--- config.mk ---
export PLATFORM = sky130hd
export DESIGN_NAME = ldm_cell_unit
export DESIGN_NICKNAME = d
export VERILOG_FILES = /design/src/ldm_pkg.sv /design/src/ldm_cell_unit.sv
export SDC_FILE = /design/constraint.sdc
export NUM_CORES = 1
export LEC_CHECK = 0
export BUFFER_PORTS_ARGS = -buffer_cell sky130_fd_sc_hd__buf_2
export CAP_MARGIN = 15
export CORE_MARGIN = 4
export CORE_UTILIZATION = 32
export DETAILED_ROUTE_END_ITERATION = 10
export GPL_TIMING_DRIVEN = 0
export PLACE_DENSITY = 0.81
export SYNTH_ARGS = -nofsm -noshare
export SYNTH_HDL_FRONTEND = slang
export SYNTH_SLANG_ARGS = --single-unit
--- constraint.sdc ---
create_clock -name vclk -period 3.8
set_input_delay 1.14 -clock vclk [all_inputs]
set_output_delay 1.14 -clock vclk [all_outputs]
set_load 0.02 [all_outputs]
--- src/ldm_pkg.sv ---
// ----------------------------------------------------------------------------
// ldm_pkg
// Shared types and fixed constants of the line diff marker.
// ----------------------------------------------------------------------------
package ldm_pkg;

    // Fixed widths of the line and mark transaction fields.
    localparam int KEY_PORT_W = 32;
    localparam int LINE_NUM_W = 7;

    // Flags produced by the shared compare unit.
    typedef struct packed {
        logic eq;
        logic up_gt_left;
    } ldm_cmp_t;

endpackage

--- src/ldm_cell_unit.sv ---
// ----------------------------------------------------------------------------
// ldm_cell_unit
// Shared key compare and length select unit, used both to fill the length
// table and to choose each backtrack step.
// ----------------------------------------------------------------------------
module ldm_cell_unit #(
    parameter int KEY_W = 32,
    parameter int VAL_W = 7
) (
    input  logic [KEY_W-1:0] key_a,
    input  logic [KEY_W-1:0] key_b,
    input  logic [VAL_W-1:0] diag,
    input  logic [VAL_W-1:0] up,
    input  logic [VAL_W-1:0] left,
    output ldm_pkg::ldm_cmp_t cmp,
    output logic [VAL_W-1:0] value
);
    import ldm_pkg::*;

    // Key equality and the strict comparison of the two neighbouring cells.
    assign cmp.eq         = (key_a == key_b);
    assign cmp.up_gt_left = (up > left);

    // A match extends the diagonal length, otherwise the larger neighbour wins, left on a tie.
    always_comb
    begin
        if (cmp.eq)
        begin
            value = diag + VAL_W'(1);
        end
        else if (cmp.up_gt_left)
        begin
            value = up;
        end
        else
        begin
            value = left;
        end
    end

endmodule

* Word level (Yosys, flattened, before mapping)
Index checks and enable logic that the tools add are counted.
** Storage, ports and cells
- Register bits after elaboration :: 0
- Bits of input ports :: 85
- Output and inout port bits :: 9
- Word-level logic and storage cells :: 5
** Cells by class
- $add $sub $neg :: 1
- Magnitude comparators :: 1
- Equality and inequality tests :: 1
- Mux-type cells :: 2
** Operator list (count)
- $eq 32x32->1 :: 1
- $mux 7 :: 2
- $add 7x1->7 const B :: 1
- $gt 7x7->1 :: 1

* Logic depth before layout (Yosys ltp)
Gate-level depths: netlist (run 1).
- Depth in word-level cells :: 3
- Mapped depth :: 7
- Gate-level depth less buffers :: 7

* Least setup slack after synthesis (run 1)
No wires, ideal clock.
- Path type :: input to output
- Start point :: input port left[4]
- End point :: output port value[1]
- Data arrival time :: 2.712 ns
- Required time :: 2.660 ns
- Setup slack :: -0.052 ns
- Stages :: 7
- Path buffers :: 0
- Path through :: inv_1 -> ha_1 -> a211oi_1 -> o21bai_1 -> o22ai_4 -> mux2_4 -> mux2_4
** On the way
- Longest elaborated chain between the ends :: 3
** Ends and longest elaborated chain
- start, declared :: RTL line ldm_cell_unit.sv:14 : input logic [VAL_W-1:0] left,
- $gt 7x7->1 :: RTL line ldm_cell_unit.sv:22 : assign cmp.up_gt_left = (up > left);
- $mux 7 :: RTL line ldm_cell_unit.sv:31 : else if (cmp.up_gt_left)
- $mux 7 :: RTL line ldm_cell_unit.sv:27 : if (cmp.eq)
- end, declared :: RTL line ldm_cell_unit.sv:16 : output logic [VAL_W-1:0] value
Every way passes these cells.

* Worst setup path after layout (run 1)
Same ends and word-level chain as after synthesis.

==> impl_summary.md, run 1 <==
Final layout
The library cells used most frequently in the layout, excluding fill and tap cells, are sky130_fd_sc_hd__buf_2, sky130_fd_sc_hd__xnor2_1, sky130_fd_sc_hd__mux2i_1. The register cell area after layout is 0 um^2. The layout overhead on the synthesized area is 81.09%. In the final layout, the share of cells above drive strength 1 is 0.6073. The number of antenna diodes is 0. The design has 0 sequential cells. The most common cell after layout, fill and taps aside is sky130_fd_sc_hd__buf_2. The net count of the finished layout is 286. The clock buffer count is 0. The post-route cell area is 0.001461 mm^2. The final design utilization is 0.6362. The post-layout instance count excluding filler cells is 219.

Critical path
The largest single stage delay on the critical path is 0.32 ns. The most frequent cell on the critical path is sky130_fd_sc_hd__mux2_4. The family with the most delay on the worst path is multiplexers. The critical path crosses 9 cells after its start point.

In this run the worst setup path terminates at value[1]. The type of the setup path with the least slack is primary input to output port. Along the worst path, the maximum fanout reaches 2. The count of buffer and inverter cells on the critical path is 3.

Traced cell by cell, the critical path runs through buf_8, inv_4, ha_4, a211oi_4, o21bai_2, o22ai_4, mux2_4, mux2_4, buf_6. The highest-delay cell along the critical path is sky130_fd_sc_hd__mux2_4. The data required time of the worst path is 2.66 ns.

STA classifies the critical path endpoint as an output port. In this run the worst setup path begins at left[4]. The signal arrival time at the worst endpoint is 2.70 ns. STA classifies the critical path startpoint as a primary input.

Detailed routing
The via count is 1,023. Before antenna repair, the detailed router went through 4 iterations. In this run, the number of DRC markers left after iteration 0 of detailed routing was 10. In the routed layout, each cell is associated on average with a via count of 4.671.

After detailed routing, the number of remaining DRC violations is 0. Wires add up to 2647 um. The detail route stage leaves a number of antenna-violating nets equal to 0. Dividing the detail-routed wire length by the instance count gives 12.09 um.

Clock network
The total of hold buffers inserted after clock tree synthesis is 0.

Timing
The transition time at the pin with the least slew margin is 0.3237 ns. Measured against its own limit, the worst slew margin works out to 0.7824. The max-slew violation count was 0. The period utilization is 1.011. The hold violation total from the final report is 0. The number of endpoints failing setup at the final stage is 2.

Based on the critical path, the design can be clocked at up to 260.2 MHz. Setup repair after global routing could not meet its margin everywhere. The final worst slack is -0.04335 ns. The clock period minus worst slack is 3.843 ns.

Run status
The final reports fail on setup timing. The flow ran to the end, but the final reports show violations.

Placed design
The worst setup slack before clock tree synthesis is -0.3109 ns. The post-place instance area is 0.001334 mm^2. Input and output buffers added on the ports amount to 94. Counting tap cells, the placed design contains a total of 217 instances. Routability-driven placement finished with a final weighted congestion of 0.7439. The HPWL after detailed placement is 2364 um.

Yosys
Of the synthesized area, sequential elements account for 0. The average instance area after synthesis is 8.495 um^2. The cell count after synthesis is 95. Counting every net in the synthesized netlist gives 188. Yosys mapped the design onto 21 distinct sky130hd cell types. The total standard cell area after synthesis is 807.0 um^2. The count of synthesis-stage warnings from yosys is 0.

Global route
The largest net degree at the start of global routing is 9. The initial antenna violation count was 0. The remaining global-route overflow is 0. The via count of the first global-routing pass is 1,039. The first global-routing pass estimated 3926 um of wire. The overall routing resource usage is 0.1402.

Worst hold path
The worst min-delay path startpoint is diag[0]. In this run the worst hold path is classified as primary input to output port.

Die
The chip height is 58.22 um. The die is 58.22 um wide. The I/O pin count is 94.

The placeable core region is 0.002297 mm^2. For this configuration, the core starts out at a cell density of 0.3513. The die covers 0.003390 mm^2.

The initialized floorplan defines 17 standard-cell rows.

Power
In this run the power spent charging and discharging nets is 84.16 uW. The net switching share of the total power is 0.4438. The worst-case IR drop observed on VDD is 81.14 uV. The leakage power is 0.7765 nW. The clock group share of total power is 0. The total power is 189.6 uW. The internal portion of the total power is 105.5 uW. The combinational share of power is 1.000. The share of total power dissipated in sequential elements is 0. Dividing total power by cell area gives a power density of 129.8 mW/mm^2.

Job
Across the run, the number of max-cap violations was 0.
## per-layer routing
| metal | global-route usage | vias up | routed length [um] |
|---|---|---|---|
| li1 | - | 523 | - |
| met1 | 0.1429 | 455 | 869 |
| met2 | 0.3081 | 43 | 1556 |
| met3 | 0.01114 | 2 | 206 |
| met4 | 0.009934 | 0 | 14 |
| met5 | 0 | - | 0 |
## area by class of cell
cell class | instances | area (um^2)
inverters | 9 | 36.28
well taps | 28 | 35.03
multi-input cells | 86 | 879.6
fillers | 234 | 835.8
repair buffers | 96 | 510.5
## cells by family after synthesis
group                    after synthesis  synth area share
buffers and inverters                  9           0.04186
multiplexers                          14            0.1861
XOR/XNOR                              37            0.4016
AO/OA/AOI/OAI                          6           0.07597
AND/OR/NAND/NOR                       21            0.1706
adder cells (fa/ha/maj)                8            0.1240
## metrics by stage
step / setup TNS, ns / hold slack, ns
2_1_floorplan: 0 / 2.421
3_3_place_gp: -0.6507 / 2.596
3_5_place_dp: -0.5302 / 2.591
4_1_cts: -0.1873 / 2.593
5_1_grt: -0.2226 / 2.611
6_report: -0.06244 / 2.596
## worst min-delay path by stage
stage	end	slack (ns)	depth (start not counted)
floorplan	value[0]	2.42	1
global placement	value[0]	2.60	3
detailed placement	value[0]	2.59	3
CTS	value[0]	2.59	3
global route	value[0]	2.61	3
finish	value[0]	2.60	3
## cells in the mapped netlist
master	instances	area share
sky130_fd_sc_hd__xnor2_1	34	0.37
sky130_fd_sc_hd__mux2i_1	12	0.15
sky130_fd_sc_hd__inv_1	9	0.042
sky130_fd_sc_hd__ha_1	8	0.12
sky130_fd_sc_hd__nand4_1	8	0.062
sky130_fd_sc_hd__nand3_1	3	0.019
sky130_fd_sc_hd__xor2_1	3	0.033
sky130_fd_sc_hd__mux2_4	2	0.037
sky130_fd_sc_hd__nand2_1	2	0.0093
sky130_fd_sc_hd__nor2_1	2	0.0093
sky130_fd_sc_hd__nor4_2	2	0.031
sky130_fd_sc_hd__a211oi_1	1	0.0093
sky130_fd_sc_hd__a21oi_1	1	0.0062
sky130_fd_sc_hd__a21oi_4	1	0.020
sky130_fd_sc_hd__nand2_2	1	0.0078
sky130_fd_sc_hd__nand3b_1	1	0.0093
sky130_fd_sc_hd__nand4_2	1	0.016
sky130_fd_sc_hd__o21ai_0	1	0.0062
sky130_fd_sc_hd__o21bai_1	1	0.0093
sky130_fd_sc_hd__o22ai_4	1	0.025
sky130_fd_sc_hd__or2_2	1	0.0078
## power groups by stage
stage	logic [mW]	registers [mW]	clock network (mW)
final	0.190	0	0
after global routing	0.207	0	0
after CTS	0.174	0	0
after detailed placement	0.166	0	0
after global placement	0.162	0	0
after floorplan	0.0944	0	0
## what timing repair did
| action | 4_1_cts | 5_1_grt |
|---|---|---|
| gates resized for setup | 8 | 14 |
| endpoints found under the setup margin | 6 | 7 |
| buffers inserted | 1 | 1 |
| gates cloned | 0 | 0 |
| pin swaps | 5 | 3 |
No activity file was read; power rests on OpenSTA's default activity.
==> run 2: changes to the inputs <==
--- a/config.mk
+++ b/config.mk
@@ -7,11 +7,13 @@
 export LEC_CHECK = 0
 export BUFFER_PORTS_ARGS = -buffer_cell sky130_fd_sc_hd__buf_2
 export CAP_MARGIN = 15
+export CELL_PAD_IN_SITES_DETAIL_PLACEMENT = 1
+export CELL_PAD_IN_SITES_GLOBAL_PLACEMENT = 1
 export CORE_MARGIN = 4
-export CORE_UTILIZATION = 32
+export CORE_UTILIZATION = 20
 export DETAILED_ROUTE_END_ITERATION = 10
 export GPL_TIMING_DRIVEN = 0
-export PLACE_DENSITY = 0.81
+export PLACE_DENSITY_LB_ADDON = 0.1
 export SYNTH_ARGS = -nofsm -noshare
 export SYNTH_HDL_FRONTEND = slang
 export SYNTH_SLANG_ARGS = --single-unit
==> run 2 against run 1 <==
  * The run still ends with setup timing left
  * Non-clock buffer count grew 1
  * Die area up 51%
  * Final cell count rose by 9.6%
  * First-iteration DRC count is 50% lower
  * Critical path depth fell by 1
  * Routed wire length increased by 31%
  * Count of clock-buffer cells in the layout unchanged
  * Worst setup slack got worse by 0.032 ns
  * Sequential cell count did not move
  * Final area grew 1.7%
  * Global-route usage is 1.2 points lower
  * Highest routed layer unchanged
==> impl_summary.md, run 2 (synthesized netlist as in run 1, its figures left out) <==
Timing
The transition time at the pin with the least slew margin is 0.2798 ns (-0.04381 ns). The clock period minus worst slack is 3.875 ns (+0.03197 ns). Setup repair after global routing could not meet its margin everywhere.

The tightest slew margin relative to the limit came to 0.8119 (+0.02945). The maximum operating frequency is 258.0 MHz (-0.82%). The max-slew violation count is 0 (unchanged). The number of endpoints failing setup at the final stage is 4 (+2). The hold violation total from the final report came to 0 (unchanged). The period utilization is 1.020 (+0.008413). The final worst slack is -0.07532 ns (-0.03197 ns).

Job
The max capacitance violation total is 0 (unchanged).

Detailed routing
The number of DRC markers in iteration 0 is 5 (-5). The total iterations of the first detailed-routing run is 4 (unchanged). The residual DRC count is 0 (unchanged). The antenna violation net count after detailed routing is 0 (unchanged). The routed wire length per instance came to 14.40 um (+19%). The detailed-route wire length is 3455 um (+31%).

The routed via count divided by cell count was 4.367 (-6.5%). The via count is 1,048 (+2.4%).

Worst hold path
The class of the most critical hold timing path is primary input to output port. The worst min-delay path startpoint is diag[0]. For hold timing, the worst endpoint is value[0].

The worst hold path stage count was 3 (unchanged).

Die
The placeable core region is 0.003771 mm^2 (+64%). The I/O pin count is 94 (unchanged). The die area is 0.005115 mm^2 (+51%). The die width is 71.52 um (+23%).

The chip height is 71.52 um (+23%). The initial standard-cell utilization of the core is 0.2140 (-0.1373). The number of cell rows is 22 (+5).

Run status
The final reports fail on setup timing. The run finished, with violations left.

Final layout
The clock buffer count is 0 (unchanged). The number of nets at the end of the flow came to 287 (+0.35%). The area growth from synthesis to layout is 84.19%.

The number of antenna diodes came to 0 (unchanged). The number of sequential storage elements is 0 (unchanged). The fraction of final layout cells sized beyond drive strength 1 was 0.6094 (+0.002045). The final design utilization came to 0.3942 (-0.2420).

The register cell area after layout is 0 um^2 (unchanged). The most common cell after layout, fill and taps aside is sky130_fd_sc_hd__buf_2. The top cell types in the final layout, fill and taps aside, are sky130_fd_sc_hd__buf_2, sky130_fd_sc_hd__xnor2_1, sky130_fd_sc_hd__mux2i_1.

The post-layout instance count excluding filler cells is 240 (+9.6%).

Critical path
The signal arrival time at the worst endpoint is 2.74 ns (+0.04 ns). The highest net fanout along the worst path is 3 (+1). The setup path with the least slack is of type primary input to output port. The sort of element at the start of the critical path is a primary input. The endpoint class of the critical path is an output port. The data required time of the worst path is 2.66 ns (about the same).

Power
The leakage power is 0.7517 nW (-3.2%). The total power is 195.1 uW (+2.9%). The cell area power density was 131.3 mW/mm^2 (+1.2%). The worst-case vdd ir drop is 49.16 uV (-39%).

Clock network
The total of hold buffers inserted after clock tree synthesis is 0 (unchanged).

Placed design
The count of input and output buffers is 94 (unchanged). The HPWL after detailed placement is 3121 um (+32%). The number of cells in the design after placement is 237 (+9.2%). The worst setup slack before clock tree synthesis is -0.3573 ns (-0.04639 ns).

The final weighted congestion in routability-driven placement is 0.8316 (+12%).

Global route
The first-pass GRT wire length was 5361 um (+37%). The initial antenna violation count is 0 (unchanged). The remaining global-route overflow is 0 (unchanged).

The via count of the first global-routing pass is 1,180 (+14%). The largest net degree at the start of global routing is 9 (unchanged). The overall routing resource usage came to 0.1280 (-0.01221).
[run 2: worst max-delay path by stage]
stage	from	to	slack [ns]	cells after the start
floorplan	left[5]	value[1]	0.004	7
finish	up[4]	value[1]	-0.08	8
global route	left[4]	value[1]	-0.14	9
detailed placement	left[2]	value[1]	-0.36	9
global placement	up[5]	value[1]	-0.34	8
CTS	left[4]	value[1]	-0.1	9
[run 2: cell type report]
cell class                      instances  area [um^2]
Tap cell                               48        60.06
Multi-Input combinational cell         86        869.6
Timing Repair Buffer                   97        520.5
Fill cell                             487         2285
Inverter                                9        36.28
[run 2: metal layers]
layer,GRT usage,wire (um)
met5,0,0
met4,0.02088,85
met3,0.01823,266
met2,0.2684,1848
met1,0.1318,1255
[run 2: worst max-delay path, stage by stage]
cell	delay, ns
sky130_fd_sc_hd__buf_8	0.10
sky130_fd_sc_hd__ha_4	0.25
sky130_fd_sc_hd__a211oi_4	0.20
sky130_fd_sc_hd__o21bai_2	0.11
sky130_fd_sc_hd__o22ai_4	0.23
sky130_fd_sc_hd__mux2_4	0.32
sky130_fd_sc_hd__mux2_4	0.26
sky130_fd_sc_hd__buf_6	0.13
[run 2: power by group]
part,switching (mW),leakage (nW),internal [mW]
registers,0,0,0
clock network,0,0,0
logic,0.0873,0.752,0.108
[run 2: what timing repair did]
item                       CTS  global route
cloned                       0             0
gates resized for setup      8            13
setup endpoints to repair    6             7
pin swaps                    5             5
buffers inserted             3             0
[run 2: through the flow]
step           TNS [ns]  instance area, um^2  hold slack, ns
2_1_floorplan         0                828.3           2.421
3_3_place_gp    -0.8604                 1359           2.623
3_5_place_dp    -0.9768                 1359           2.638
4_1_cts         -0.2245                 1413           2.639
5_1_grt         -0.6198                 1486           2.659
6_report        -0.1091                 1486           2.633
==> run 3: changes to the inputs <==
--- a/config.mk
+++ b/config.mk
@@ -10,7 +10,7 @@
 export CELL_PAD_IN_SITES_DETAIL_PLACEMENT = 1
 export CELL_PAD_IN_SITES_GLOBAL_PLACEMENT = 1
 export CORE_MARGIN = 4
-export CORE_UTILIZATION = 20
+export CORE_UTILIZATION = 22
 export DETAILED_ROUTE_END_ITERATION = 10
 export GPL_TIMING_DRIVEN = 0
 export PLACE_DENSITY_LB_ADDON = 0.1
==> constraint.sdc (replaced) <==
create_clock -name vclk -period 3.92
set_input_delay 1.176 -clock vclk [all_inputs]
set_output_delay 1.176 -clock vclk [all_outputs]
set_load 0.02 [all_outputs]
==> run 3 against run 2 <==
  * The flow still finishes with violations (setup timing)
  * Worst hold slack gained 0.048 ns
  * Worst setup slack gained 0.038 ns
  * First-iteration DRC count grew to 2.6 times the previous value
  * Core utilization grew 3.8 points
  * Final area is essentially flat
  * Critical endpoint unchanged
==> impl_summary.md, run 3 (synthesized netlist as in run 1, its figures left out) <==
Run status
The flow ran to the end, but the final reports show violations. The final reports fail on setup timing.

Global route
The remaining global-route overflow is 0 (unchanged). The overall routing resource usage is 0.1373 (+0.009344). The initial antenna violation count was 0 (unchanged).

The via count of the first global-routing pass is 1,147 (-2.8%). The first-pass GRT wire length is 4905 um (-8.5%). The largest net degree at the start of global routing came to 9 (unchanged).

Placed design
The count of input and output buffers came to 94 (unchanged). The final weighted congestion in routability-driven placement is 0.7429 (-11%). The HPWL after detailed placement is 2966 um (-5.0%). The worst setup slack before clock tree synthesis came to -0.3190 ns (+0.03822 ns). The number of cells in the design after placement came to 235 (-0.84%).

Timing
The max-slew violation count is 0 (unchanged). The tightest slew margin relative to the limit is 0.8205 (+0.008603). The final worst slack was -0.03689 ns (+0.03843 ns).

In the finished design, the share of the clock period the worst path needs comes to 1.009. The number of endpoints failing setup at the final stage was 1 (-3). The final worst hold slack was 2.681 ns (+0.04802 ns).

Setup repair after global routing could not meet its margin everywhere. The smallest clock period supported by the final layout is computed as 3.957 ns. The maximum operating frequency is 252.7 MHz. The hold violation total from the final report is 0 (unchanged). The transition time at the pin with the least slew margin is 0.2670 ns (-0.01280 ns).

Power
The leakage power is 0.7474 nW (-0.57%). The cell area power density came to 127.7 mW/mm^2 (-2.7%). The total power is 190.0 uW (-2.6%).

The worst-case vdd ir drop was 36.01 uV (-27%).

Final layout
The register cell area after layout was 0 um^2 (unchanged). The layout overhead on the synthesized area is 84.34% (about the same). The clock buffer count came to 0 (unchanged). The fraction of final layout cells sized beyond drive strength 1 is 0.6126 (+0.003190).

The number of nets at the end of the flow came to 286 (-0.35%). The final design utilization is 0.4322 (+0.03804). Leaving out fill and tap cells, the most frequent cell in the layout is sky130_fd_sc_hd__buf_2.

The post-layout instance count excluding filler cells was 237 (-1.3%). In the layout the commonest cells are sky130_fd_sc_hd__buf_2, sky130_fd_sc_hd__xnor2_1, sky130_fd_sc_hd__mux2i_1. The number of sequential storage elements is 0 (unchanged). The number of antenna diodes is 0 (unchanged).

Die
The placeable core region is 0.003442 mm^2 (-8.7%). The die area is 0.004701 mm^2 (-8.1%). The number of cell rows is 21 (-4.5%). The chip height is 68.57 um (-4.1%). The initial standard-cell utilization of the core came to 0.2345 (+0.02046). The die width was 68.57 um (-4.1%). The I/O pin count came to 94 (unchanged).

Critical path
The signal arrival time at the worst endpoint was 2.78 ns (+0.04 ns). The worst setup path is of the primary input to output port kind. Walking the worst path, the cells encountered are buf_8, inv_4, ha_4, a211oi_4, o21bai_2, o22ai_4, mux2_4, mux2_4, buf_6. The count of buffer and inverter cells on the critical path is 3 (+1).

The data required time of the worst path is 2.74 ns (+0.08 ns). The highest net fanout along the worst path came to 3 (unchanged). Among cell families on the critical path, the largest total delay comes from multiplexers. The most frequent cell on the critical path is sky130_fd_sc_hd__mux2_4. The delay of the slowest cell on the worst path is 0.32 ns (about the same). The slowest stage of the critical path belongs to the cell sky130_fd_sc_hd__mux2_4.

The endpoint class of the critical path is an output port. The sort of element at the start of the critical path is a primary input.

Detailed routing
The residual DRC count was 0 (unchanged). The number of DRC markers in iteration 0 is 13 (+8). The via count is 1,046 (-0.19%). The antenna violation net count after detailed routing is 0 (unchanged). The total iterations of the first detailed-routing run is 2 (-2). The routed via count divided by cell count is 4.414 (+1.1%).

The detailed-route wire length is 3281 um (-5.0%). The routed wire length per instance is 13.84 um (-3.8%).

Job
The max capacitance violation total is 0 (unchanged).

Clock network
The total of hold buffers inserted after clock tree synthesis was 0 (unchanged).

Worst hold path
The path class of the tightest hold or removal check is primary input to output port.
==> run 3: cell types whose count changed in the layout (fill, tap and decap cells not counted) <==
cell / delta
sky130_fd_sc_hd__buf_4: -3
sky130_fd_sc_hd__ha_2: -1
sky130_fd_sc_hd__ha_4: +1
sky130_fd_sc_hd__buf_6: +1
sky130_fd_sc_hd__buf_2: +1
sky130_fd_sc_hd__inv_2: +1
sky130_fd_sc_hd__inv_1: -1
==> run 3: path summary, 6_finish.rpt <==
check	startpoint	endpoint	slack, ns	depth (start not counted)
worst min-delay path	diag[0]	value[0]	2.68	3
worst max-delay path	left[4]	value[1]	-0.04	9
==> run 3: power by group <==
| group | internal, mW | leakage (nW) | switching [mW] |
|---|---|---|---|
| registers | 0 | 0 | 0 |
| logic | 0.105 | 0.747 | 0.0847 |
| clock network | 0 | 0 | 0 |
| total | 0.105 | 0.747 | 0.0847 |
==> run 3: what timing repair did <==
action | CTS | global route
gates resized for setup | 14 | 10
pin swaps | 5 | 2
endpoints found under the setup margin | 6 | 6
setup buffers | 2 | 0
==> run 3: through the flow <==
step	cell area (um^2)	TNS, ns
after floorplan	815.8	0
after global placement	1344	-0.8306
after detailed placement	1344	-0.7994
after CTS	1433	-0.03252
after global routing	1488	-0.1514
final	1488	-0.03689
==> run 3: area by class of cell <==
type	instances	area (um^2)
Fill cell	441	1954
Multi-Input combinational cell	86	879.6
Timing Repair Buffer	96	514.2
Tap cell	46	57.56
Inverter	9	36.28
==> run 3: layer usage <==
| metal | up-vias | GRT usage | share of wire |
|---|---|---|---|
| met1 | 474 | 0.1231 | 0.31 |
| met5 | - | 0 | 0 |
| met4 | 0 | 0 | 0 |
| li1 | 526 | - | - |
| met3 | 0 | 0.01297 | 0.092 |
| met2 | 46 | 0.3254 | 0.60 |
